## src/rtl/core/f12cw_pkg.sv

```systemverilog
package f12cw_pkg;

   localparam int TABLE_BYTES_DEFAULT = 8192;
   localparam int TABLE_ADDR_W = 13;
   localparam int CLUSTER_W = 12;
   localparam int LBA_W = 32;
   localparam int SPC_W = 8;
   localparam int CSR_INDEX_W = 1;

   localparam logic [1:0] FUNC_LOAD = 2'd0;
   localparam logic [1:0] FUNC_START = 2'd1;
   localparam logic [1:0] FUNC_ADVANCE = 2'd2;

   localparam logic [CSR_INDEX_W-1:0] REG_DATA_START = 1'd0;
   localparam logic [CSR_INDEX_W-1:0] REG_CLUS_SECTORS = 1'd1;

   localparam logic [LBA_W-1:0] DATA_START_RESET = 32'd33;
   localparam logic [SPC_W-1:0] SECTORS_RESET = 8'd1;

   localparam logic [CLUSTER_W-1:0] FIRST_DATA_CLUSTER = 12'h002;
   localparam logic [CLUSTER_W-1:0] END_MARK = 12'hff8;
   localparam int ODD_SHIFT = 4;

   typedef struct packed {
      logic [LBA_W-1:0] data_start_lba;
      logic [SPC_W-1:0] clus_sectors;
   } cfg_type;

   typedef struct packed {
      logic                    en;
      logic                    we;
      logic [TABLE_ADDR_W-1:0] addr;
      logic [7:0]              wdata;
   } mem_req_type;

endpackage

```

## src/rtl/core/f12cw_walk.sv

```systemverilog
module f12cw_walk #(
   parameter int TABLE_BYTES = f12cw_pkg::TABLE_BYTES_DEFAULT
) (
   input  logic                               clock,
   input  logic                               reset,
   input  f12cw_pkg::cfg_type                 cfg,
   input  logic                               req_valid,
   output logic                               req_stall,
   input  logic [1:0]                         req_func,
   input  logic [f12cw_pkg::TABLE_ADDR_W-1:0] req_table_addr,
   input  logic [7:0]                         req_table_byte,
   input  logic [f12cw_pkg::CLUSTER_W-1:0]    req_start_cluster,
   output f12cw_pkg::mem_req_type             mem_req,
   input  logic [7:0]                         mem_rdata,
   output logic                               rsp_valid,
   input  logic                               rsp_stall,
   output logic [f12cw_pkg::LBA_W-1:0]        rsp_sector_lba,
   output logic [f12cw_pkg::CLUSTER_W-1:0]    rsp_visited_cluster,
   output logic [f12cw_pkg::CLUSTER_W-1:0]    rsp_next_cluster,
   output logic                               rsp_chain_end,
   output logic                               rsp_walk_error
);
   import f12cw_pkg::*;

   localparam int OFS_W = TABLE_ADDR_W + 1;
   localparam logic [OFS_W-1:0] TABLE_LIMIT = OFS_W'(TABLE_BYTES);
   localparam int PROD_W = CLUSTER_W + SPC_W;

   typedef enum logic [1:0] {ST_IDLE, ST_READ_HI, ST_FINISH} state_type;

   state_type                state_ff;
   logic                     live_ff;
   logic [CLUSTER_W-1:0]     cur_ff;
   logic                     err_ff;
   logic [CLUSTER_W-1:0]     vis_ff;
   logic [TABLE_ADDR_W-1:0]  hi_addr_ff;
   logic [PROD_W-1:0]        prod_ff;
   logic [LBA_W-1:0]         lba_ff;
   logic [7:0]               lo_ff;
   logic                     rsp_valid_ff;
   logic [LBA_W-1:0]         rsp_lba_ff;
   logic [CLUSTER_W-1:0]     rsp_vis_ff;
   logic [CLUSTER_W-1:0]     rsp_next_ff;
   logic                     rsp_end_ff;
   logic                     rsp_err_ff;

   logic                     accept;
   logic                     is_load;
   logic                     is_visit;
   logic                     load_ok;
   logic [CLUSTER_W-1:0]     cluster;
   logic [OFS_W-1:0]         offset;
   logic [OFS_W-1:0]         offset_hi;
   logic                     visit_err;
   logic [PROD_W-1:0]        prod_in;
   logic [15:0]              pair;
   logic [CLUSTER_W-1:0]     next_in;
   logic                     end_in;
   logic                     out_free;

   assign accept   = req_valid && (state_ff == ST_IDLE);
   assign is_load  = (req_func == FUNC_LOAD);
   assign is_visit = (req_func == FUNC_START) || (req_func == FUNC_ADVANCE);
   assign load_ok  = {1'b0, req_table_addr} < TABLE_LIMIT;
   assign cluster  = (req_func == FUNC_START) ? req_start_cluster : cur_ff;
   assign offset   = OFS_W'(cluster) + OFS_W'(cluster >> 1);
   assign offset_hi = offset + OFS_W'(1);
   assign visit_err = ((req_func == FUNC_ADVANCE) && !live_ff)
                   || (cluster < FIRST_DATA_CLUSTER) || (offset_hi >= TABLE_LIMIT);
   assign prod_in  = PROD_W'(cluster - FIRST_DATA_CLUSTER) * PROD_W'(cfg.clus_sectors);
   assign pair     = {mem_rdata, lo_ff};
   assign next_in  = vis_ff[0] ? pair[15:ODD_SHIFT] : pair[CLUSTER_W-1:0];
   assign end_in   = next_in >= END_MARK;
   assign out_free = !rsp_valid_ff || !rsp_stall;

   always_comb begin
      mem_req.en    = 1'b0;
      mem_req.we    = 1'b0;
      mem_req.addr  = offset[TABLE_ADDR_W-1:0];
      mem_req.wdata = req_table_byte;
      case (state_ff)
         ST_IDLE: begin
            if (accept && is_load) begin
               mem_req.en   = load_ok;
               mem_req.we   = 1'b1;
               mem_req.addr = req_table_addr;
            end else if (accept && is_visit) begin
               mem_req.en = !visit_err;
            end
         end
         ST_READ_HI: begin
            mem_req.en   = 1'b1;
            mem_req.addr = hi_addr_ff;
         end
         default: begin
         end
      endcase
   end

   always_ff @(posedge clock) begin
      if (reset) begin
         state_ff     <= ST_IDLE;
         live_ff      <= 1'b0;
         cur_ff       <= '0;
         rsp_valid_ff <= 1'b0;
      end else begin
         if (rsp_valid_ff && !rsp_stall && (state_ff != ST_FINISH)) begin
            rsp_valid_ff <= 1'b0;
         end
         case (state_ff)
            ST_IDLE: begin
               if (accept && is_visit) begin
                  err_ff     <= visit_err;
                  vis_ff     <= cluster;
                  hi_addr_ff <= offset_hi[TABLE_ADDR_W-1:0];
                  prod_ff    <= prod_in;
                  state_ff   <= visit_err ? ST_FINISH : ST_READ_HI;
               end
            end
            ST_READ_HI: begin
               lo_ff    <= mem_rdata;
               lba_ff   <= cfg.data_start_lba + LBA_W'(prod_ff);
               state_ff <= ST_FINISH;
            end
            ST_FINISH: begin
               if (out_free) begin
                  rsp_valid_ff <= 1'b1;
                  rsp_vis_ff   <= vis_ff;
                  rsp_err_ff   <= err_ff;
                  if (err_ff) begin
                     rsp_lba_ff  <= '0;
                     rsp_next_ff <= '0;
                     rsp_end_ff  <= 1'b0;
                     live_ff     <= 1'b0;
                  end else begin
                     rsp_lba_ff  <= lba_ff;
                     rsp_next_ff <= next_in;
                     rsp_end_ff  <= end_in;
                     cur_ff      <= next_in;
                     live_ff     <= !end_in;
                  end
                  state_ff <= ST_IDLE;
               end
            end
            default: begin
               state_ff <= ST_IDLE;
            end
         endcase
      end
   end

   assign req_stall           = (state_ff != ST_IDLE);
   assign rsp_valid           = rsp_valid_ff;
   assign rsp_sector_lba      = rsp_lba_ff;
   assign rsp_visited_cluster = rsp_vis_ff;
   assign rsp_next_cluster    = rsp_next_ff;
   assign rsp_chain_end       = rsp_end_ff;
   assign rsp_walk_error      = rsp_err_ff;

endmodule

```

## config.mk

```make
export PLATFORM = sky130hd
export DESIGN_NAME = f12cw_walk
export DESIGN_NICKNAME = d
export VERILOG_FILES = /design/src/rtl/core/f12cw_pkg.sv /design/src/rtl/core/f12cw_walk.sv
export SDC_FILE = /design/constraint.sdc
export NUM_CORES = 1
export LEC_CHECK = 0
export BUFFER_PORTS_ARGS = -buffer_cell sky130_fd_sc_hd__buf_2
export CAP_MARGIN = 20
export CORE_ASPECT_RATIO = 0.9
export CORE_MARGIN = 5
export CORE_UTILIZATION = 54
export CTS_BUF_LIST = sky130_fd_sc_hd__clkbuf_4 sky130_fd_sc_hd__clkbuf_8
export DETAILED_ROUTE_END_ITERATION = 7
export GPL_TIMING_DRIVEN = 0
export PLACE_DENSITY = 0.85
export SYNTH_ARGS = -nofsm -noshare
export SYNTH_HDL_FRONTEND = slang
export SYNTH_SLANG_ARGS = --single-unit
```

## constraint.sdc

```tcl
create_clock -name clock -period 8.7 [get_ports clock]
set_input_delay 1.305 -clock clock [delete_from_list [all_inputs] [get_ports clock]]
set_output_delay 1.305 -clock clock [all_outputs]
set_load 0.03 [all_outputs]
```

==> key figures, run 1 <==
CTS
  • Clk Latency, worst-skew pair: 460 ps
  • Cts hold-fix bufs: 0
  • Clock sinks: 160
  • Total CTS buffers: 17
  • CTS tree: yes
  • Clock-pin slew on the worst setup and hold paths: 90 ps
  • H-tree depth: 4
  • Post-CTS setup buffers: 0
  • Resized Gates After CTS: 0
  • Clk buf depth: 2
  • Root buffer cell: clkbuf_8

Global routing
  • First-pass GRT wire length: 39500 µm
  • GRT Util Overall: 0.203
  • Grt peak-use layer: met2
  • GR Util met3: 0.0380
  • Vias in the first global route: 8101
  • Met2 global-route usage: 0.329
  • Global-route met1 utilization: 0.281
  • Grt ovf: 0
  • Initial antenna violation count: 0
  • Largest net degree at the start of global routing: 39

Min path
  • Worst Hold Class: reg2reg
  • Worst hold endpoint: rsp_visited_cluster[10]$_DFFE_PP_
  • WHS Path Cells: 0
  • HP Start: vis_ff[10]$_DFFE_PP_

Power
  • Final Total Pwr: 4.09 mW
  • Max VDD drop: 384 µV
  • Leakage: 5.96 nW
  • P per Cell Area: 307 nW/µm²

Timing
  • Slew @ Worst Pin: 753 ps
  • Final worst-path cycle share: 0.930
  • Unrepaired setup endpoints after global routing: no
  • Max_slew headroom: 0.484
  • Final worst setup slack: 612 ps
  • Post-layout min period: 8090 ps
  • Highest clock rate: 0.124 GHz
  • Fin. max-slew vios: 0
  • Clock Skew: 11.9 ps
  • Final Hold Fails: 0
  • Finish-stage setup viols: 0

Synth
  • Number of flops mapped to enable cells by yosys: 144
  • Mapped Cells: 1113
  • Synth warn: 0
  • Share of the synthesized area in the top cell type: 0.370
  • Post-synthesis sequential area ratio: 0.397
  • #FFs+latches synth: 160
  • Main synth FF type: edfxtp_1
  • Mapped Area: 11700 µm²
  • Largest cells by area after synthesis: edfxtp_1 (37%), fa_1 (14%), ha_1 (7.8%)
  • Avg Synthesized Cell Area: 10.5 µm²
  • Ys async rst share: 0
  • Unique masters post-synth: 72
  • Syn Nets: 1354
  • Largest area contributor in the synthesized netlist: edfxtp_1

Floorplan
  • Initial core utilization: 0.544
  • Core area: 21500 µm²
  • Ports: 170
  • Die area: 24700 µm²
  • Die span in x: 165 µm
  • DIE HEIGHT: 150 µm
  • Num rows: 51

Routing
  • Routed len/inst: 15.5 µm
  • Vias: 8488
  • DRT iter0 DRCs: 627
  • Final WL: 24800 µm
  • DRC Markers: 0
  • Via density per instance: 5.31
  • Iteration count of the initial detailed-routing pass: 6
  • Final antenna-violating net count: 0

Setup path
  • R2R cell count: 23
  • Arr. time, crit path: 8300 ps
  • Critical Path Fanout Max: 10
  • CP required: 8910 ps
  • CP Capture Type: flip-flop
  • Crit start category: input pin
  • R2r startpoint: cur_ff[2]$_SDFFE_PP0P_
  • Crit Path Category: in2reg
  • Reg2reg end: prod_ff[19]$_DFFE_PP_
  • Reg2reg setup slack: 2050 ps

Placed design
  • Dpl ws: -61.9 ps
  • Port bufs: 159
  • HPWL after DPL: 20200 µm
  • Final Wtd Congestion: 0.923

Run
  • Max-cap violations: 0

Finish
  • FILL cells: 1705
  • Share of layout cells above drive strength 1: 0.174
  • # nets final: 1535
  • Area grow syn2layout: 14.1%
  • Util after Layout: 0.620

Outcome
  • Status: complete, no violations
-- Yosys cell counts (8+ instances only) --
| cell type | number |
|---|---|
| nand2_1 | 91 |
| o21ai_0 | 31 |
| dfxtp_1 | 16 |
| nor3_1 | 9 |
| xor2_1 | 24 |
| clkbuf_1 | 25 |
| nor2b_1 | 52 |
| nand2b_1 | 12 |
| mux2i_1 | 19 |
| buf_4 | 8 |
| a211oi_1 | 13 |
| nor2_1 | 72 |
| and3_1 | 9 |
| and2_1 | 48 |
| xnor2_1 | 52 |
| ha_1 | 73 |
| inv_1 | 176 |
| fa_1 | 81 |
| a21o_1 | 13 |
| nand3_1 | 8 |
| a21oi_1 | 43 |
| edfxtp_1 | 144 |
-- kinds of logic (layout without fill, tap and decap cells) --
logic type	after synthesis	count (layout)	synth area share
other cells	0	1	0
xor+xnor	77	77	0.0583
fa+ha+maj	154	154	0.217
compound gates	156	156	0.0891
simple gates	322	322	0.138
mux	27	27	0.0271
flops	160	160	0.397
buf+inv	217	411	0.0730
-- worst max-delay path by stage --
stage / startpoint / end / slack, ps / depth (start not counted)
2_1_floorplan: req_func[1] / prod_ff[19]$_DFFE_PP_ / 1210 / 27
3_3_place_gp: req_func[1] / prod_ff[19]$_DFFE_PP_ / 40 / 28
3_5_place_dp: req_func[1] / prod_ff[19]$_DFFE_PP_ / -60 / 28
4_1_cts: req_func[1] / prod_ff[19]$_DFFE_PP_ / 330 / 28
5_1_grt: req_func[1] / prod_ff[19]$_DFFE_PP_ / 130 / 28
6_report: req_func[1] / prod_ff[19]$_DFFE_PP_ / 610 / 28
-- metrics by stage --
stage | area, µm² | hold slack, ps | std cells | TNS, ps
after detailed placement | 12900 | 405 | 1566 | -61.9
after CTS | 13300 | 424 | 1598 | 0
final | 13300 | 423 | 1599 | 0
after floorplan | 11700 | 400 | 1113 | 0
after global routing | 13300 | 437 | 1598 | 0
after global placement | 12800 | 403 | 1563 | 0
-- layout make-up --
cell class / instances / area, µm² / share of cell area
Sequential cell: 160 / 4640 / 0.348
Tap cell: 291 / 364 / 0.0273
Inverter: 180 / 676 / 0.0507
Clock buffer: 18 / 241 / 0.0181
Multi-Input combinational cell: 736 / 6230 / 0.467
Buffer: 37 / 178 / 0.0133
Clock inverter: 14 / 145 / 0.0109
Timing Repair Buffer: 162 / 856 / 0.0642
Antenna cell: 1 / 2.50 / 0.000188
-- where the power goes --
group | internal (mW) | leakage (nW) | switching [mW]
registers | 1.04 | 1.45 | 0.0205
clock network | 0.238 | 0.187 | 0.301
logic | 1.07 | 4.33 | 1.42
-- flip-flops by register name, indices dropped and copies added, names as in the netlist --
register and count:
rsp_visited_cluster 12, state_ff 2, cur_ff 12, rsp_valid 1, err_ff 1, lo_ff 8
rsp_sector_lba 32, prod_ff 20, rsp_chain_end 1, rsp_walk_error 1, lba_ff 32, rsp_next_cluster 12
live_ff 1, vis_ff 12, hi_addr_ff 13
-- cell usage in the layout, fill, tap and decap left out, drive strengths merged, types with 3 or more instances in the layout --
cell type and instances:
a221oi 3, dfxtp 16, clkinv 5, nand3 8, a21o 13, nand2 91, mux2i 23, inv 185
o21ai 31, xor2 24, clkinvlp 3, a31oi 5, o31a 3, ha 73, edfxtp 144, mux2 4
o31ai 3, nor3 10, buf 174, nand2b 12, xnor2 53, nand3b 5, a221o 4, clkbuf 43
o22ai 4, o211ai 4, nor2b 52, fa 81, a211oi 13, a22oi 5, and3 9, and2 48
a21oi 43, nand4 4, nor2 72
-- critical path, stage by stage --
cell and delay [ps]:
buf_2 110, inv_1 70, ha_1 160, buf_6 180, buf_2 300, mux2i_1 590, nand2_1 180, nor2_1 250
nand2_1 160, nor4_2 440, and3_1 260, clkbuf_1 320, nand2_1 220, fa_1 590, inv_1 50, fa_1 480
fa_1 490, inv_1 50, fa_1 530, inv_1 50, ha_1 370, nand2_1 110, nand2_1 60, a41oi_1 240
a21oi_1 180, a211o_1 290, a21oi_1 170, xnor2_1 100
-- metal layers --
| layer | share of wire | vias up |
|---|---|---|
| li1 | - | 4066 |
| met1 | 0.42 | 4120 |
| met2 | 0.49 | 266 |
| met3 | 0.068 | 36 |
| met4 | 0.022 | 0 |
| met5 | 0 | - |
(Power assumes the default switching activity.)
==> inputs of run 2 (changes only) <==
--- a/config.mk
+++ b/config.mk
@@ -9,11 +9,11 @@
 export CAP_MARGIN = 20
 export CORE_ASPECT_RATIO = 0.9
 export CORE_MARGIN = 5
-export CORE_UTILIZATION = 54
+export CORE_UTILIZATION = 35
 export CTS_BUF_LIST = sky130_fd_sc_hd__clkbuf_4 sky130_fd_sc_hd__clkbuf_8
 export DETAILED_ROUTE_END_ITERATION = 7
 export GPL_TIMING_DRIVEN = 0
-export PLACE_DENSITY = 0.85
+export PLACE_DENSITY = 0.62
 export SYNTH_ARGS = -nofsm -noshare
 export SYNTH_HDL_FRONTEND = slang
 export SYNTH_SLANG_ARGS = --single-unit
==> key figures, run 2 (synthesis results as in run 1) <==
Min path
  • Worst Hold Class: reg2reg
  • HP Start: vis_ff[4]$_DFFE_PP_
  • WHS Path Cells: 0
  • Worst hold endpoint: rsp_visited_cluster[4]$_DFFE_PP_

Routing
  • Routed len/inst: 15.4 µm
  • Final antenna-violating net count: 0
  • Iteration count of the initial detailed-routing pass: 5
  • Final WL: 26700 µm
  • Via density per instance: 4.85
  • Vias: 8394
  • DRC Markers: 0
  • DRT iter0 DRCs: 484

Placed design
  • Final Wtd Congestion: 0.859
  • HPWL after DPL: 21900 µm
  • Placed cells: 1697
  • Port bufs: 159

Floorplan
  • Core area: 32900 µm²
  • Initial core utilization: 0.355
  • Ports: 170
  • Die span in x: 203 µm
  • Num rows: 63
  • Die area: 37200 µm²
  • DIE HEIGHT: 183 µm

Timing
  • Highest clock rate: 0.122 GHz
  • Finish-stage setup viols: 0
  • Max_slew headroom: 0.469
  • Unrepaired setup endpoints after global routing: no
  • Fin. max-slew vios: 0
  • Final Hold Fails: 0
  • Clock Skew: 22.3 ps
  • Final worst-path cycle share: 0.940
  • Post-layout min period: 8180 ps
  • Slew @ Worst Pin: 796 ps

CTS
  • Resized Gates After CTS: 0
  • Clock-pin slew on the worst setup and hold paths: 90 ps
  • Clock sinks: 160
  • Root buffer cell: clkbuf_8
  • Cts hold-fix bufs: 0
  • Post-CTS setup buffers: 0
  • Clk Latency, worst-skew pair: 470 ps
  • CTS tree: yes
  • Total CTS buffers: 17
  • Clk buf depth: 2
  • H-tree depth: 4

Power
  • Power share of the combinational group: 0.607
  • Sw Ratio: 0.422
  • Clk pwr share: 0.130
  • Internal: 2.33 mW
  • Sw power: 1.70 mW
  • Final Total Pwr: 4.04 mW
  • P per Cell Area: 300 nW/µm²
  • Leakage: 5.96 nW
  • Sequential share of power: 0.263
  • Max VDD drop: 296 µV

Global routing
  • Vias in the first global route: 8296
  • First-pass GRT wire length: 42800 µm
  • Initial antenna violation count: 2
  • Largest net degree at the start of global routing: 35
  • Grt peak-use layer: met2
  • Grt ovf: 0
  • Global-route met1 utilization: 0.197
  • Met2 global-route usage: 0.235
  • GR Util met3: 0.0249
  • GRT Util Overall: 0.143

Finish
  • # nets final: 1535
  • Multi-input gate area: 6230 µm²
  • Fin cells: 1730
  • FILL cells: 3185
  • Area grow syn2layout: 15.3%
  • Register area: 4640 µm²
  • Most common cell after layout, fill and taps aside: inv_1
  • Commonest non-fill, non-tap cells in the layout: inv_1 (175), buf_2 (160), edfxtp_1 (144)
  • Share of layout cells above drive strength 1: 0.174

Setup path
  • Critical Path Max Stage Delay: 580 ps
  • R2R cell count: 23
  • Slowest CP cell: fa_1
  • Reg2reg end: prod_ff[19]$_DFFE_PP_
  • Crit Path Category: in2reg
  • WP buf/inv: 8
  • Critical Path Fanout Max: 10
  • Reg2reg setup slack: 2000 ps
  • Arr. time, crit path: 8360 ps
  • Top Family by Delay on Critical Path: adder cells
  • Crit start category: input pin
  • CP required: 8880 ps
  • R2r startpoint: cur_ff[2]$_SDFFE_PP0P_
  • CP Capture Type: flip-flop

Outcome
  • Status: complete, no violations

Run
  • Max-cap violations: 0
## run 2: through the flow
step,hold WS [ps],TNS (ps),area (µm²),setup slack [ps],utilization
2_1_floorplan,400,0,11700,1210,-
3_3_place_gp,403,-89.9,13000,-89.9,0.395
3_5_place_dp,406,-235,13100,-193,0.397
4_1_cts,421,0,13500,290,0.408
5_1_grt,436,0,13500,77.2,0.409
6_report,411,0,13500,520,0.409
## run 2: how the worst max path moves through the flow
stage | start | slack, ps | depth (start not counted) | end
2_1_floorplan | req_func[1] | 1210 | 27 | prod_ff[19]$_DFFE_PP_
3_3_place_gp | req_func[1] | -90 | 28 | prod_ff[19]$_DFFE_PP_
3_5_place_dp | req_func[1] | -190 | 28 | prod_ff[19]$_DFFE_PP_
4_1_cts | req_func[1] | 290 | 28 | prod_ff[19]$_DFFE_PP_
5_1_grt | req_func[1] | 80 | 28 | prod_ff[19]$_DFFE_PP_
6_report | req_func[1] | 520 | 28 | prod_ff[19]$_DFFE_PP_
## run 2: area by class of cell
class,count,area share
multi-input cells,736,0.462
flip-flops and latches,160,0.345
repair buffers,162,0.0635
well taps,422,0.0392
clock buffers,17,0.0174
plain buffers,37,0.0132
diodes,1,0.000186
inverters,180,0.0501
clock inverters,15,0.00984
## run 2: worst reg2reg max path, cell delays in order (launching register included)
cell and delay (ps):
dfxtp_1 330, mux2i_2 390, nand2_1 160, nor2_1 240, nand2_1 160, nor4_1 560
and3_1 270, clkbuf_1 330, nand2_1 220, fa_1 580, inv_1 50, fa_1 490
fa_1 500, inv_1 60, fa_1 520, inv_1 40, ha_1 360, nand3_1 100
nand2_1 50, a41oi_1 240, a21oi_1 190, a211o_1 290, a21oi_1 170, xnor2_1 130
## run 2: power groups by stage
stage,registers [mW],clock network [mW],logic [mW]
after floorplan,1.09,0,1.97
after global placement,1.08,0,2.42
after detailed placement,1.08,0,2.48
after CTS,1.06,0.540,2.49
after global routing,1.07,0.571,2.84
final,1.06,0.525,2.45
## run 2: metal layers
| layer | wire length (µm) | part of all wire | up-vias |
|---|---|---|---|
| met5 | 20 | 0.00075 | - |
| met4 | 389 | 0.015 | 2 |
| met3 | 1060 | 0.040 | 23 |
| met2 | 12800 | 0.48 | 169 |
| met1 | 12400 | 0.47 | 4131 |
| li1 | - | - | 4069 |
==> inputs of run 3 (changes only) <==
--- a/config.mk
+++ b/config.mk
@@ -5,6 +5,7 @@
 export SDC_FILE = /design/constraint.sdc
 export NUM_CORES = 1
 export LEC_CHECK = 0
+export ABC_AREA = 1
 export BUFFER_PORTS_ARGS = -buffer_cell sky130_fd_sc_hd__buf_2
 export CAP_MARGIN = 20
 export CORE_ASPECT_RATIO = 0.9
@@ -14,6 +15,7 @@
 export DETAILED_ROUTE_END_ITERATION = 7
 export GPL_TIMING_DRIVEN = 0
 export PLACE_DENSITY = 0.62
+export REMOVE_ABC_BUFFERS = 1
 export SYNTH_ARGS = -nofsm -noshare
 export SYNTH_HDL_FRONTEND = slang
 export SYNTH_SLANG_ARGS = --single-unit
==> key figures, run 3 <==
Placed design
  • HPWL after DPL: 22500 µm
  • Port bufs: 153
  • Final Wtd Congestion: 0.902

Setup path
  • CP Capture Type: flip-flop
  • Critical Path Fanout Max: 23
  • Reg2reg end: prod_ff[17]$_DFFE_PP_
  • CP required: 8930 ps
  • Arr. time, crit path: 7960 ps
  • R2R cell count: 30
  • Top Family by Delay on Critical Path: adder cells
  • Crit start category: input pin
  • R2r startpoint: cur_ff[1]$_SDFFE_PP0P_
  • WP buf/inv: 9
  • Critical path's most frequent cell: inv_1
  • Number of cells on the critical path: 32
  • Reg2reg setup slack: 2450 ps
  • Slowest CP cell: ha_1
  • Crit Path Category: in2reg
  • Critical Path Max Stage Delay: 740 ps
  • CP Launch Point: req_func[1]
  • Crit path capture: prod_ff[17]$_DFFE_PP_

Synth
  • #FFs+latches synth: 160
  • Mapped Area: 11900 µm²
  • Cell with the most instances after synthesis: inv_1
  • Share of the synthesized area in the top cell type: 0.362
  • Largest area contributor in the synthesized netlist: edfxtp_1
  • Mapped Cells: 1351
  • Main synth FF type: edfxtp_1
  • Synth top cells by count: inv_1 (276), nand2_1 (244), nor2_1 (177)
  • Unique masters post-synth: 46
  • Largest cells by area after synthesis: edfxtp_1 (36%), fa_1 (14%), inv_1 (8.7%)
  • Synth warn: 0
  • Post-synthesis sequential area ratio: 0.389
  • Avg Synthesized Cell Area: 8.84 µm²
  • Ys async rst share: 0
  • Number of flops mapped to enable cells by yosys: 144

Finish
  • Share of layout cells above drive strength 1: 0.145
  • Util after Layout: 0.403
  • Register area: 4640 µm²
  • Multi-input gate area: 6100 µm²
  • Commonest non-fill, non-tap cells in the layout: inv_1 (276), nand2_1 (244), nor2_1 (174)
  • Area grow syn2layout: 14.2%
  • FILL cells: 3384
  • Most common cell after layout, fill and taps aside: inv_1
  • # nets final: 1737

Timing
  • Highest clock rate: 0.129 GHz
  • Final Hold Fails: 0
  • Finish-stage setup viols: 0
  • Unrepaired setup endpoints after global routing: no
  • Max_slew headroom: 0.364
  • Clock Skew: 15.6 ps
  • Fin. max-slew vios: 0
  • Setup TNS: 0 ps
  • Post-layout min period: 7730 ps
  • Slew @ Worst Pin: 950 ps
  • Final worst-path cycle share: 0.889

CTS
  • Post-CTS setup buffers: 0
  • Clock-pin slew on the worst setup and hold paths: 80 ps
  • Root buffer cell: clkbuf_8
  • H-tree depth: 4
  • Total CTS buffers: 17
  • Resized Gates After CTS: 0
  • Clock sinks: 160
  • Clk Latency, worst-skew pair: 480 ps
  • Cts hold-fix bufs: 0
  • Clk buf depth: 2
  • CTS tree: yes

Routing
  • Vias: 9141
  • DRT iter0 DRCs: 593
  • DRC Markers: 0
  • Via density per instance: 4.64
  • Final WL: 27400 µm
  • Final antenna-violating net count: 0
  • Iteration count of the initial detailed-routing pass: 8
  • Routed len/inst: 13.9 µm

Floorplan
  • Num rows: 64
  • Die span in x: 205 µm
  • DIE HEIGHT: 185 µm
  • Initial core utilization: 0.353
  • Die area: 37900 µm²
  • Ports: 170
  • Core area: 33900 µm²

Global routing
  • Grt ovf: 0
  • Largest net degree at the start of global routing: 35
  • Vias in the first global route: 8546
  • GRT Util Overall: 0.145
  • Initial antenna violation count: 6
  • First-pass GRT wire length: 43800 µm

Outcome
  • Status: complete, no violations

Power
  • Leakage: 6.40 nW
  • Max VDD drop: 218 µV
  • P per Cell Area: 259 nW/µm²

Min path
  • WHS Path Cells: 0
  • Worst Hold Class: reg2reg

Run
  • Max-cap violations: 0
## run 3: changes by cell type after synthesis, sizes merged, moves of 7 or more
cell / delta
a21o: -13
xnor2: -22
mux2i: -19
and2: -47
and3: -8
inv: +101
nor2b: -52
nor2: +109
nand2: +167
xor2: +7
a21oi: +17
nand2b: -12
nand3: +41
o21ai: +13
## run 3: layout make-up
class	instances	area share
clock inverter	12	0.00991
inverter	282	0.0776
antenna	2	0.000367
sequential	160	0.340
multi-input combinational	877	0.447
timing repair buffer	158	0.0637
tap	462	0.0424
clock buffer	19	0.0183
## run 3: metrics by stage
stage,hold slack (ps),cells,setup slack (ps),cell area (µm²),total power [mW]
after CTS,428,1970,1070,13600,3.57
after global placement,401,1934,592,13100,2.97
final,426,1972,970,13600,3.53
after detailed placement,406,1939,551,13300,3.01
after global routing,434,1972,546,13600,3.89
after floorplan,400,1319,1810,11800,2.59
## run 3: layer usage
layer / vias up / part of all wire / routed length (µm) / track usage
met5: - / 0.0016 / 44 / 0
met1: 4353 / 0.47 / 12900 / 0.204
li1: 4556 / - / - / -
met2: 196 / 0.46 / 12500 / 0.225
met3: 28 / 0.059 / 1610 / 0.0368
met4: 8 / 0.011 / 310 / 0.0351
## run 3: cell families (layout without fill, tap and decap cells)
logic type	after synthesis	after routing	synth area share
simple gates	515	515	0.179
buf+inv	314	471	0.102
mux	4	4	0.00335
fa+ha+maj	154	154	0.212
compound gates	142	142	0.0685
xor+xnor	62	62	0.0454
flops	160	160	0.389
other cells	0	2	0
## run 3: how the worst min path moves through the flow
stage / start / end / slack (ps)
6_report: vis_ff[2]$_DFFE_PP_ / rsp_visited_cluster[2]$_DFFE_PP_ / 430
3_5_place_dp: vis_ff[5]$_DFFE_PP_ / rsp_visited_cluster[5]$_DFFE_PP_ / 410
2_1_floorplan: vis_ff[10]$_DFFE_PP_ / rsp_visited_cluster[10]$_DFFE_PP_ / 400
3_3_place_gp: vis_ff[8]$_DFFE_PP_ / rsp_visited_cluster[8]$_DFFE_PP_ / 400
4_1_cts: vis_ff[2]$_DFFE_PP_ / rsp_visited_cluster[2]$_DFFE_PP_ / 430
5_1_grt: vis_ff[2]$_DFFE_PP_ / rsp_visited_cluster[2]$_DFFE_PP_ / 430
## run 3: power by group
part	switching (mW)	leakage (nW)	internal [mW]
clock	0.289	0.187	0.261
sequential	0.0199	1.45	1.01
combinational	1.20	4.76	0.749
total	1.51	6.40	2.02
